===== src/hdl/lasprd_pkg.sv =====
`default_nettype none
// ----------------------------------------------------------------------------
// lasprd_pkg: shared types and constants
// Widths, register indexes and the record entry passed from front to back.
// ----------------------------------------------------------------------------
package lasprd_pkg;

   localparam int COORD_BYTES   = 12;
   localparam int COORD_LANES   = 3;
   localparam int RAW_W         = 32;
   localparam int SCALE_W       = 32;
   localparam int OFFSET_W      = 56;
   localparam int COORD_W       = 64;
   localparam int LEN_W         = 16;
   localparam int COUNT_W       = 32;
   localparam int BYTE_W        = 8;
   localparam int CSR_INDEX_W   = 4;
   localparam int CSR_DATA_W    = 64;
   localparam int RSP_DATA_W    = COORD_LANES * COORD_W;
   localparam int QUEUE_DEPTH_DEF = 4;

   localparam logic [LEN_W-1:0]    RECORD_LENGTH_RST = 16'd20;
   localparam logic [COUNT_W-1:0]  POINT_TOTAL_RST   = 32'd1;
   localparam logic [SCALE_W-1:0]  SCALE_RST         = 32'd16777216;
   localparam logic [OFFSET_W-1:0] OFFSET_RST        = '0;
   localparam logic [LEN_W-1:0]    COORD_BYTES_LEN   = LEN_W'(COORD_BYTES);

   localparam logic signed [COORD_W-1:0] COORD_MAX = {1'b0, {(COORD_W-1){1'b1}}};
   localparam logic signed [COORD_W-1:0] COORD_MIN = {1'b1, {(COORD_W-1){1'b0}}};

   typedef enum logic [CSR_INDEX_W-1:0] {
      REG_RECORD_LENGTH = 4'd0,
      REG_POINT_TOTAL   = 4'd1,
      REG_SCALE_X       = 4'd2,
      REG_SCALE_Y       = 4'd3,
      REG_SCALE_Z       = 4'd4,
      REG_OFFSET_X      = 4'd5,
      REG_OFFSET_Y      = 4'd6,
      REG_OFFSET_Z      = 4'd7
   } lasprd_reg_type;

   typedef struct packed {
      logic                                   last_point;
      logic [COORD_LANES-1:0][RAW_W-1:0]      raw;
   } lasprd_rec_type;

   typedef struct packed {
      logic [COORD_LANES-1:0][SCALE_W-1:0]    scale;
      logic [COORD_LANES-1:0][OFFSET_W-1:0]   offset;
   } lasprd_xform_type;

endpackage
`default_nettype wire


===== src/hdl/lasprd_queue.sv =====
`default_nettype none
// ----------------------------------------------------------------------------
// lasprd_queue: record queue
// Small first-in first-out store of record entries between front and back.
// ----------------------------------------------------------------------------
module lasprd_queue #(
   parameter int DEPTH = lasprd_pkg::QUEUE_DEPTH_DEF
) (
   input  wire                         clock,
   input  wire                         reset,
   input  wire                         push_valid,
   output logic                        push_ready,
   input  lasprd_pkg::lasprd_rec_type  push_rec,
   output logic                        pop_valid,
   input  wire                         pop_ready,
   output lasprd_pkg::lasprd_rec_type  pop_rec
);
   import lasprd_pkg::*;

   localparam int AW = $clog2(DEPTH);
   localparam logic [AW:0]   FULL_COUNT = (AW+1)'(DEPTH);
   localparam logic [AW-1:0] LAST_PTR   = AW'(DEPTH - 1);

   lasprd_rec_type       entry_ff [DEPTH];
   logic [AW-1:0]        wr_ptr_ff, wr_ptr_in;
   logic [AW-1:0]        rd_ptr_ff, rd_ptr_in;
   logic [AW:0]          fill_ff, fill_in;
   logic                 do_push;
   logic                 do_pop;

   assign push_ready = fill_ff != FULL_COUNT;
   assign pop_valid  = fill_ff != '0;
   assign pop_rec    = entry_ff[rd_ptr_ff];
   assign do_push    = push_valid && push_ready;
   assign do_pop     = pop_valid && pop_ready;

   always_comb begin
      wr_ptr_in = wr_ptr_ff;
      rd_ptr_in = rd_ptr_ff;
      if (do_push) begin
         wr_ptr_in = (wr_ptr_ff == LAST_PTR) ? '0 : wr_ptr_ff + AW'(1);
      end
      if (do_pop) begin
         rd_ptr_in = (rd_ptr_ff == LAST_PTR) ? '0 : rd_ptr_ff + AW'(1);
      end
      fill_in   = fill_ff;
      if (do_push && !do_pop) begin
         fill_in = fill_ff + (AW+1)'(1);
      end else if (do_pop && !do_push) begin
         fill_in = fill_ff - (AW+1)'(1);
      end
   end

   always_ff @(posedge clock) begin
      if (do_push) begin
         entry_ff[wr_ptr_ff] <= push_rec;
      end
   end

   always_ff @(posedge clock) begin
      if (reset) begin
         wr_ptr_ff <= '0;
         rd_ptr_ff <= '0;
         fill_ff   <= '0;
      end else begin
         wr_ptr_ff <= wr_ptr_in;
         rd_ptr_ff <= rd_ptr_in;
         fill_ff   <= fill_in;
      end
   end

endmodule
`default_nettype wire


===== config.mk =====
export PLATFORM = sky130hd
export DESIGN_NAME = lasprd_queue
export DESIGN_NICKNAME = d
export VERILOG_FILES = /design/src/hdl/lasprd_pkg.sv /design/src/hdl/lasprd_queue.sv
export SDC_FILE = /design/constraint.sdc
export NUM_CORES = 1
export LEC_CHECK = 0
export ABC_AREA = 1
export BUFFER_PORTS_ARGS = -buffer_cell sky130_fd_sc_hd__buf_2
export CORE_MARGIN = 2
export CORE_UTILIZATION = 56
export DETAILED_ROUTE_END_ITERATION = 7
export PLACE_DENSITY = 0.85
export SETUP_SLACK_MARGIN = 0.02
export SLEW_MARGIN = 10
export SYNTH_ARGS = -nofsm -noshare
export SYNTH_HDL_FRONTEND = slang
export SYNTH_SLANG_ARGS = --single-unit
export TNS_END_PERCENT = 1

===== constraint.sdc =====
create_clock -name clock -period 15.6 [get_ports clock]
set_clock_uncertainty 0.15 [all_clocks]
set_input_delay 1.56 -clock clock [delete_from_list [all_inputs] [get_ports clock]]
set_output_delay 1.56 -clock clock [all_outputs]
set_load 0.05 [all_outputs]

==> impl_metrics.yaml <==
detailed_routing:
  viasPerCell: 5.76
  vias: 9031
  drt_iter0_markers: 1079
  drt_wl_total_um: 31700
  ant_nets: 0
  drc_errors: 0
  wl_per_cell_um: 20.2
  drt_pass1_iterations: 6
global_route:
  grt_pass1_vias: 8925
  grt_remaining_overflow: 0
  grt_max_degree: 117
  grt_pass1_wl_um: 48200
  grt.total_usage_pct: 22.4
  antenna_found_initial: 14
power:
  p_int_mw: 2.11
  p_comb_share_pct: 36.1
  ir_worst_vdd_uv: 146
  power.share.clock_pct: 25.7
  cellLeakagePower_nw: 6.06
  pwr-share-seq_pct: 38.2
  switching_share_pct: 40.5
  power_density_nw_per_um2: 205
  finalPower_mw: 3.54
  p_switching_mw: 1.43
clock_network:
  cts_resized: 0
  cts_hold_buf: 0
  clock_sinks: 397
  cts_buffers: 39
  clk_root_buffer_cell: "clkbuf_16"
  clk_pin_slew_ps: 60
  post-cts-setup-buffers: 0
  htree_num_levels: 2
  clock_latency_ps: 510
  cts_tree: "done"
  clk_path_buf_depth: 3
status:
  status: "complete, no violations"
worst_setup_path:
  crit_fanout: 116
  arrival_ps: 3600
  worstSetupPathType: "flop to output port"
  required_ps: 13890
  cp-end-kind: "output port"
  startpoint_type: "flop"
logic_synthesis:
  synth_fp_nets: 1114
  syn_area_sq_um: 14800
  synth-seq-area-share_pct: 79.8
  ys_seq_elements: 397
  synth.avg_cell_area_sq_um: 14.7
  yosysUniqueCellTypes: 21
  postSynthCellCount: 1006
  synth_warnings: 0
sta:
  max_slew.worst_pin.slew_ps: 1200
  rsz0062_at_grt: "false"
  fin_crit_sh_pct: 34.0
  finalHoldViolCount: 0
  fmax_ghz: 0.188
  min_period_ps: 5310
  maxSlewHeadroom_pct: 19.7
  fin_tns_setup_ps: 0
  finalMaxSlewViolations: 0
  fin_ws_ps: 10290
  setup_viol: 0
hold_path:
  holdCritPathClass: "flop to flop"
die:
  chipWidth_um: 167
  die_area_sq_um: 27800
  start_util_pct: 56.9
  die_y_um: 167
  fp-row-count: 59
  ios: 200
  core_area_sq_um: 26100
placement:
  io_buffers: 199
  dp_slack_ps: 10790
  globalplace.congestion: 0.772
  dp_cells: 1488
  hpwl_um: 18200
cells_and_area:
  final_common_cell: "edfxtp_1"
  nFillCells: 1769
  final_cells: 1569
  area_growth_pct: 16.6
  final_nets: 1303
  drive_gt1_share_pct: 22.3
  mostFrequentLayoutCells: "edfxtp_1, nor2_1, buf_2"
flow_run:
  maxCapViolCount: 0
-- synthesized netlist by cell type --
cell type | instances | share of area, %
inv_1 | 14 | 0.35
buf_2 | 19 | 0.64
inv_4 | 1 | 0.042
clkbuf_2 | 3 | 0.10
ha_1 | 6 | 0.51
fa_1 | 1 | 0.13
nand3b_1 | 2 | 0.10
nand2_1 | 14 | 0.35
nand4_1 | 1 | 0.042
o22ai_1 | 97 | 4.1
o21ai_1 | 63 | 2.1
o21ai_0 | 132 | 4.5
nand3_1 | 1 | 0.034
a21oi_1 | 2 | 0.067
inv_2 | 1 | 0.025
dfxtp_1 | 9 | 1.2
clkbuf_1 | 25 | 0.63
nor2_1 | 211 | 5.3
edfxtp_1 | 388 | 79
buf_6 | 15 | 1.1
xor2_1 | 1 | 0.059
-- flip-flops by register name, summed over array words and instances (netlist names), named ones only --
register   flops
entry_ff     388
fill_ff        3
rd_ptr_ff      2
wr_ptr_ff      2
-- worst max-delay path, cell delays in order (launching register included) --
cell and delay (ps):
dfxtp_4 610, inv_6 540, buf_4 980, o21ai_0 220, o22ai_1 270, buf_2 320
-- stage by stage --
stage          hold slack, ps  utilization (%)  cell area, sq um
5_1_grt                   431             66.3             17300
3_5_place_dp              374             61.4             16000
3_3_place_gp              357             61.4             16000
6_report                  383             66.4             17300
2_1_floorplan             333                -             14800
4_1_cts                   383             66.2             17300
-- path summary, 6_finish.rpt --
check | from | to | slack, ps | cells past startpoint
worst max-delay path | flop | pop_rec[12] | 10290 | 5
worst min register to register | fill_ff[1] | fill_ff[1] | 380 | 2
worst min-delay path | fill_ff[1] | fill_ff[1] | 380 | 2
worst max register to register | fill_ff[0] | entry_ff[2][44] | 12260 | 5
-- logic make-up after synthesis --
logic type | Yosys count | synth area share, %
flip-flops | 397 | 79.8
XOR/XNOR | 1 | 0.0591
adder cells (fa/ha/maj) | 7 | 0.641
AO/OA/AOI/OAI | 294 | 10.7
buffers and inverters | 78 | 2.94
AND/OR/NAND/NOR | 229 | 5.87
-- power groups by stage --
stage | combinational (mW) | clock [mW] | sequential, mW
detailed placement | 1.27 | 0 | 1.37
floorplan | 0.988 | 0 | 1.36
finish | 1.28 | 0.912 | 1.35
global route | 1.36 | 0.965 | 1.36
global placement | 1.25 | 0 | 1.37
CTS | 1.28 | 0.924 | 1.35
-- layer usage --
layer  vias to the layer above  GRT usage (%)  share of wire [%]
met1                      4408           29.8                 41
met2                       359           35.5                 47
met3                        69           7.44                9.2
li1                       4181              -                  -
met5                         -              0               0.28
met4                        14           6.78                2.2
-- cell type report --
| class | count | area (sq um) | share of cell area [%] |
|---|---|---|---|
| Sequential cell | 397 | 11800 | 68.4 |
| Tap cell | 335 | 419 | 2.42 |
| Timing Repair Buffer | 210 | 1100 | 6.35 |
| Inverter | 16 | 65.1 | 0.376 |
| Antenna cell | 9 | 22.5 | 0.130 |
| Clock buffer | 47 | 1050 | 6.06 |
| Multi-Input combinational cell | 531 | 2600 | 15.0 |
| Clock inverter | 24 | 216 | 1.25 |
No activity file was read; power rests on OpenSTA's default activity.
