### config.mk
export PLATFORM = sky130hd
export DESIGN_NAME = lasprd_front
export DESIGN_NICKNAME = d
export VERILOG_FILES = /design/src/hdl/lasprd_pkg.sv /design/src/hdl/lasprd_front.sv
export SDC_FILE = /design/constraint.sdc
export NUM_CORES = 1
export LEC_CHECK = 0
export ABC_AREA = 1
export BUFFER_PORTS_ARGS = -buffer_cell sky130_fd_sc_hd__buf_4
export CAP_MARGIN = 20
export CELL_PAD_IN_SITES_DETAIL_PLACEMENT = 0
export CELL_PAD_IN_SITES_GLOBAL_PLACEMENT = 1
export CORE_ASPECT_RATIO = 0.7
export CORE_MARGIN = 1.5
export CORE_UTILIZATION = 40
export DETAILED_ROUTE_END_ITERATION = 16
export HOLD_SLACK_MARGIN = 0.15
export PLACE_DENSITY = 0.88
export SYNTH_ARGS = -nofsm -noshare
export SYNTH_HDL_FRONTEND = slang
export SYNTH_SLANG_ARGS = --single-unit
### constraint.sdc
create_clock -name clock -period 4.3 [get_ports clock]
set_input_delay 0.43 -clock clock [delete_from_list [all_inputs] [get_ports clock]]
set_output_delay 0.43 -clock clock [all_outputs]
set_load 0.02 [all_outputs]
### src/hdl/lasprd_pkg.sv
`default_nettype none
// ----------------------------------------------------------------------------
// lasprd_pkg: shared types and constants
// Widths, register indexes and the record entry passed from front to back.
// ----------------------------------------------------------------------------
package lasprd_pkg;

   localparam int COORD_BYTES   = 12;
   localparam int COORD_LANES   = 3;
   localparam int RAW_W         = 32;
   localparam int SCALE_W       = 32;
   localparam int OFFSET_W      = 56;
   localparam int COORD_W       = 64;
   localparam int LEN_W         = 16;
   localparam int COUNT_W       = 32;
   localparam int BYTE_W        = 8;
   localparam int CSR_INDEX_W   = 4;
   localparam int CSR_DATA_W    = 64;
   localparam int RSP_DATA_W    = COORD_LANES * COORD_W;
   localparam int QUEUE_DEPTH_DEF = 4;

   localparam logic [LEN_W-1:0]    RECORD_LENGTH_RST = 16'd20;
   localparam logic [COUNT_W-1:0]  POINT_TOTAL_RST   = 32'd1;
   localparam logic [SCALE_W-1:0]  SCALE_RST         = 32'd16777216;
   localparam logic [OFFSET_W-1:0] OFFSET_RST        = '0;
   localparam logic [LEN_W-1:0]    COORD_BYTES_LEN   = LEN_W'(COORD_BYTES);

   localparam logic signed [COORD_W-1:0] COORD_MAX = {1'b0, {(COORD_W-1){1'b1}}};
   localparam logic signed [COORD_W-1:0] COORD_MIN = {1'b1, {(COORD_W-1){1'b0}}};

   typedef enum logic [CSR_INDEX_W-1:0] {
      REG_RECORD_LENGTH = 4'd0,
      REG_POINT_TOTAL   = 4'd1,
      REG_SCALE_X       = 4'd2,
      REG_SCALE_Y       = 4'd3,
      REG_SCALE_Z       = 4'd4,
      REG_OFFSET_X      = 4'd5,
      REG_OFFSET_Y      = 4'd6,
      REG_OFFSET_Z      = 4'd7
   } lasprd_reg_type;

   typedef struct packed {
      logic                                   last_point;
      logic [COORD_LANES-1:0][RAW_W-1:0]      raw;
   } lasprd_rec_type;

   typedef struct packed {
      logic [COORD_LANES-1:0][SCALE_W-1:0]    scale;
      logic [COORD_LANES-1:0][OFFSET_W-1:0]   offset;
   } lasprd_xform_type;

endpackage
`default_nettype wire

### src/hdl/lasprd_front.sv
`default_nettype none
// ----------------------------------------------------------------------------
// lasprd_front: byte assembly and record framing
// Tracks position in the record, captures the coordinate bytes and pushes one
// entry per record with its last-point mark.
// ----------------------------------------------------------------------------
module lasprd_front (
   input  wire                                  clock,
   input  wire                                  reset,
   input  wire                                  byte_valid,
   output logic                                 byte_ready,
   input  wire [lasprd_pkg::BYTE_W-1:0]         data_byte,
   input  wire [lasprd_pkg::LEN_W-1:0]          record_length,
   input  wire [lasprd_pkg::COUNT_W-1:0]        point_total,
   output logic                                 push_valid,
   input  wire                                  push_ready,
   output lasprd_pkg::lasprd_rec_type           push_rec
);
   import lasprd_pkg::*;

   logic [LEN_W-1:0]                   pos_ff, pos_in;
   logic [COUNT_W-1:0]                 count_ff, count_in;
   logic [COORD_BYTES-1:0][BYTE_W-1:0] raw_ff, raw_in;
   logic [LEN_W-1:0]                   len_eff;
   logic                               take;
   logic                               rec_end;
   logic                               is_last;

   assign byte_ready = push_ready;
   assign take       = byte_valid && push_ready;
   assign len_eff    = (record_length < COORD_BYTES_LEN) ? COORD_BYTES_LEN : record_length;
   assign rec_end    = pos_ff >= (len_eff - LEN_W'(1));
   assign is_last    = ({1'b0, count_ff} + (COUNT_W+1)'(1)) >= {1'b0, point_total};

   always_comb begin
      raw_in = raw_ff;
      if (pos_ff < COORD_BYTES_LEN) begin
         raw_in[pos_ff[$clog2(COORD_BYTES)-1:0]] = data_byte;
      end
      pos_in   = rec_end ? '0 : pos_ff + LEN_W'(1);
      count_in = (rec_end && is_last) ? '0 : (rec_end ? count_ff + COUNT_W'(1) : count_ff);
   end

   assign push_valid          = take && rec_end;
   assign push_rec.last_point = is_last;
   assign push_rec.raw        = raw_in;

   always_ff @(posedge clock) begin
      if (reset) begin
         pos_ff   <= '0;
         count_ff <= '0;
         raw_ff   <= '0;
      end else if (take) begin
         pos_ff   <= pos_in;
         count_ff <= count_in;
         raw_ff   <= raw_in;
      end
   end

endmodule
`default_nettype wire

==> insert_results.sql <==
INSERT INTO impl_metrics (metric_group, metric, value, unit) VALUES
('outcome', 'run_status', 'complete, no violations', ''),
('grt', 'grt_pass1_vias', '8481', ''),
('final_layout', 'nNetsFinal', '1862', ''),
('final_layout', 'instances_no_fill', '2086', ''),
('power_and_ir_drop', 'power.total', '3.63', 'mW'),
('floorplanning', 'core_region_area', '24900', 'µm²'),
('power_and_ir_drop', 'max-vdd-ir-drop', '0.297', 'mV'),
('timing', 'finalMaxSlewViolations', '0', ''),
('power_and_ir_drop', 'seq_power_share', '39.2', '%'),
('yosys', 'synth.yosys.warnings', '0', ''),
('clock_tree', 'numClockSinks', '144', ''),
('worst_setup_path', 'timing.critical_path.required', '3870', 'ps'),
('power_and_ir_drop', 'p_int', '2.60', 'mW'),
('yosys', 'synth_enable_flop_cells', '0', ''),
('placed_design', 'place.gp.congestion', '0.911', ''),
('grt', 'first_pass_grt_wire_length', '45500', 'µm'),
('grt', 'global_route.overflow_total', '0', ''),
('routing', 'postRouteAntennaNets', '0', ''),
('routing', 'detailroute.via_count', '10200', ''),
('yosys', 'asyncSetResetFlopFracSynth', '0', '%'),
('grt', 'grt_util_met3', '3.77', '%'),
('timing', 'fin_crit', '4070', 'ps'),
('grt', 'pin_count_of_the_biggest_net_entering_global_routing', '104', ''),
('timing', 'worstMarginPinSlew', '915', 'ps'),
('clock_tree', 'root_buffer', 'clkbuf_16', ''),
('routing', 'detail_route.vias_per_cell', '4.87', ''),
('timing', 'setup_viol_count_final', '0', ''),
('clock_tree', 'htree_levels', '4', ''),
('worst_setup_path', 'worst_setup_sp_type', 'register', ''),
('yosys', 'postSynthCellCount', '1639', ''),
('yosys', 'synth_seq_cells', '144', ''),
('worst_setup_path', 'cp.arrival', '3640', 'ps'),
('yosys', 'synth_cell_type_count', '33', ''),
('worst_setup_path', 'worstSetupPathType', 'register to output pin', ''),
('timing', 'fmaxAchievable', '246', 'MHz'),
('worst_setup_path', 'crit_fanout', '7', ''),
('power_and_ir_drop', 'total_leakage_power', '6.12', 'nW'),
('floorplanning', 'initial_util', '41.1', '%'),
('placed_design', 'dpl.cell_count', '2047', ''),
('yosys', 'synth-seq-area-share', '28.1', '%'),
('power_and_ir_drop', 'part_of_the_power_in_the_clock_network', '43.5', '%'),
('power_and_ir_drop', 'share_comb_of_total_power', '17.3', '%'),
('floorplanning', 'die_height', '137', 'µm'),
('yosys', 'dominantRegCellSynth', 'dfxtp_1', ''),
('routing', 'drt-total-wl', '29200', 'µm'),
('grt', 'antenna_found_initial', '0', ''),
('routing', 'detail_route.wl_per_cell', '14.0', 'µm'),
('final_layout', 'post_route_cells_drive_above_1_share', '15.2', '%'),
('clock_tree', 'clk-insertion-delay-late', '430', 'ps'),
('timing', 'timing.slew.headroom', '39.0', '%'),
('grt', 'met1_track_demand_over_resource_in_global_routing', '33.0', '%'),
('floorplanning', 'pin_count', '159', ''),
('worst_hold_path', 'worst_hold_path_type', 'register to register', ''),
('final_layout', 'syn2layout_area_growth', '19.5', '%'),
('power_and_ir_drop', 'sw_frac_of_total', '28.3', '%'),
('floorplanning', 'die_area', '26600', 'µm²'),
('routing', 'drt_iter0_markers', '742', ''),
('final_layout', 'postLayoutCellArea', '12200', 'µm²'),
('placed_design', 'portbufs', '158', ''),
('floorplanning', 'standard_cell_rows', '48', ''),
('job', 'drv.max_cap_violation_count', '0', ''),
('timing', 'setup-tns-final', '0', 'ps'),
('power_and_ir_drop', 'power_switching', '1.03', 'mW'),
('clock_tree', 'clkSlewWorstSetupHoldPaths', '60', 'ps'),
('worst_setup_path', 'critical_path.reg2reg.startpoint', 'count_ff[1]$_SDFFE_PP0P_', ''),
('timing', 'fin_crit_sh', '94.6', '%'),
('floorplanning', 'die_width', '194', 'µm'),
('worst_hold_path', 'hold_path_startpoint', 'count_ff[30]$_SDFFE_PP0P_', ''),
('power_and_ir_drop', 'p_per_area', '296', 'nW/µm²'),
('final_layout', 'num-fill-cells', '2506', ''),
('timing', 'hold_viol_final', '0', '');
routing by layer:
metal,vias up,wire length [µm]
met5,-,0
li1,5403,-
met4,0,217
met2,256,11900
met1,4485,15300
met3,18,1860
logic make-up after synthesis:
logic type	after synthesis	share of synthesized area, %
fa+ha+maj	54	6.60
simple gates	582	25.3
flops	144	28.1
compound gates	426	20.9
xor+xnor	50	4.28
buf+inv	383	14.8
cell usage after synthesis (4+ instances only):
library cell,n,area [µm²]
nand2_1,380,1430
o21ai_0,304,1520
inv_1,295,1110
dfxtp_1,144,2880
a21oi_1,117,586
nor2_1,88,330
clkbuf_1,60,225
ha_1,54,676
xor2_1,39,342
nand3_2,30,300
nand3_1,24,120
buf_2,17,85.1
nor3_1,14,70.1
nand4_1,12,75.1
xnor2_1,11,96.3
nand2_2,9,56.3
nor2_2,7,43.8
nor4_1,5,31.3
nor2_4,4,45.0
per-stage QoR:
stage | worst slack, ps | hold WS [ps]
2_1_floorplan | 1010 | 444
3_3_place_gp | 376 | 460
3_5_place_dp | 366 | 462
4_1_cts | 128 | 474
5_1_grt | -2.21 | 495
6_report | 231 | 470
state kept, by name (all words and copies together), names as in the netlist:
name	cells
pos_ff	16
count_ff	32
raw_ff	96
power by group through the flow:
stage,logic (mW),clock network [mW],registers (mW)
after floorplan,0.392,0,1.45
after global placement,0.618,0,1.45
final,0.628,1.58,1.42
after global routing,0.703,1.67,1.43
after CTS,0.631,1.61,1.42
after detailed placement,0.628,0,1.45
what timing repair did:
action	CTS	global route
pin swaps	1	1
endpoints found under the setup margin	1	1
setup buffers	0	6
gates resized for setup	0	1
hold buffers	0	0
hold endpoints to repair	0	0
cloned	1	0
critical path, cell delays in order (launching register included):
cell and delay, ps:
dfxtp_1 390, ha_1 240, nand3_1 120, nor2_1 100, nand2_1 170, nor3_4 270
nand3_1 130, xor2_1 170, clkinv_1 140, ha_1 310, nand2_1 70, nor3_1 300
nand3_2 120, nor2_1 170, nand2_1 90, nand2_2 160, nor2_8 70, inv_1 50
buf_4 130
final timing paths:
path | to | slack, ps | depth (start not counted)
min | count_ff[30]$_SDFFE_PP0P_ | 470 | 2
min reg2reg | count_ff[30]$_SDFFE_PP0P_ | 470 | 2
max reg2reg | count_ff[27]$_SDFFE_PP0P_ | 810 | 20
max | push_rec[96] | 230 | 18
layout by cell type, fill, tap and decap left out, types with 3 or more instances in the layout:
cell type  synthesis  routed
nor2_4             4       6
inv_1            295     294
a21oi_1          117     117
nand4_1           12      12
buf_4              2     172
o21ai_0          304     304
ha_1              54      54
clkinv_2           0       4
nand2_2            9       9
xor2_1            39      39
nor2_2             7       8
dfxtp_1          144     144
clkbuf_16          0      17
nand2_1          380     379
nand2_4            2       3
nand3_2           30      30
xnor2_1           11      11
nor3_1            14      14
nor2_1            88      86
bufinv_16          0       3
nand3_1           24      24
nor4_1             5       5
clkbuf_8           0       4
final cells by class:
cell class	count	share of cell area (%)
multi-input cells	1113	48.0
flip-flops and latches	144	23.6
repair buffers	174	10.9
inverters	298	9.16
clock buffers	21	3.93
well taps	325	3.32
clock inverters	10	1.09
diodes	1	0.0204
(Power assumes the default switching activity.)
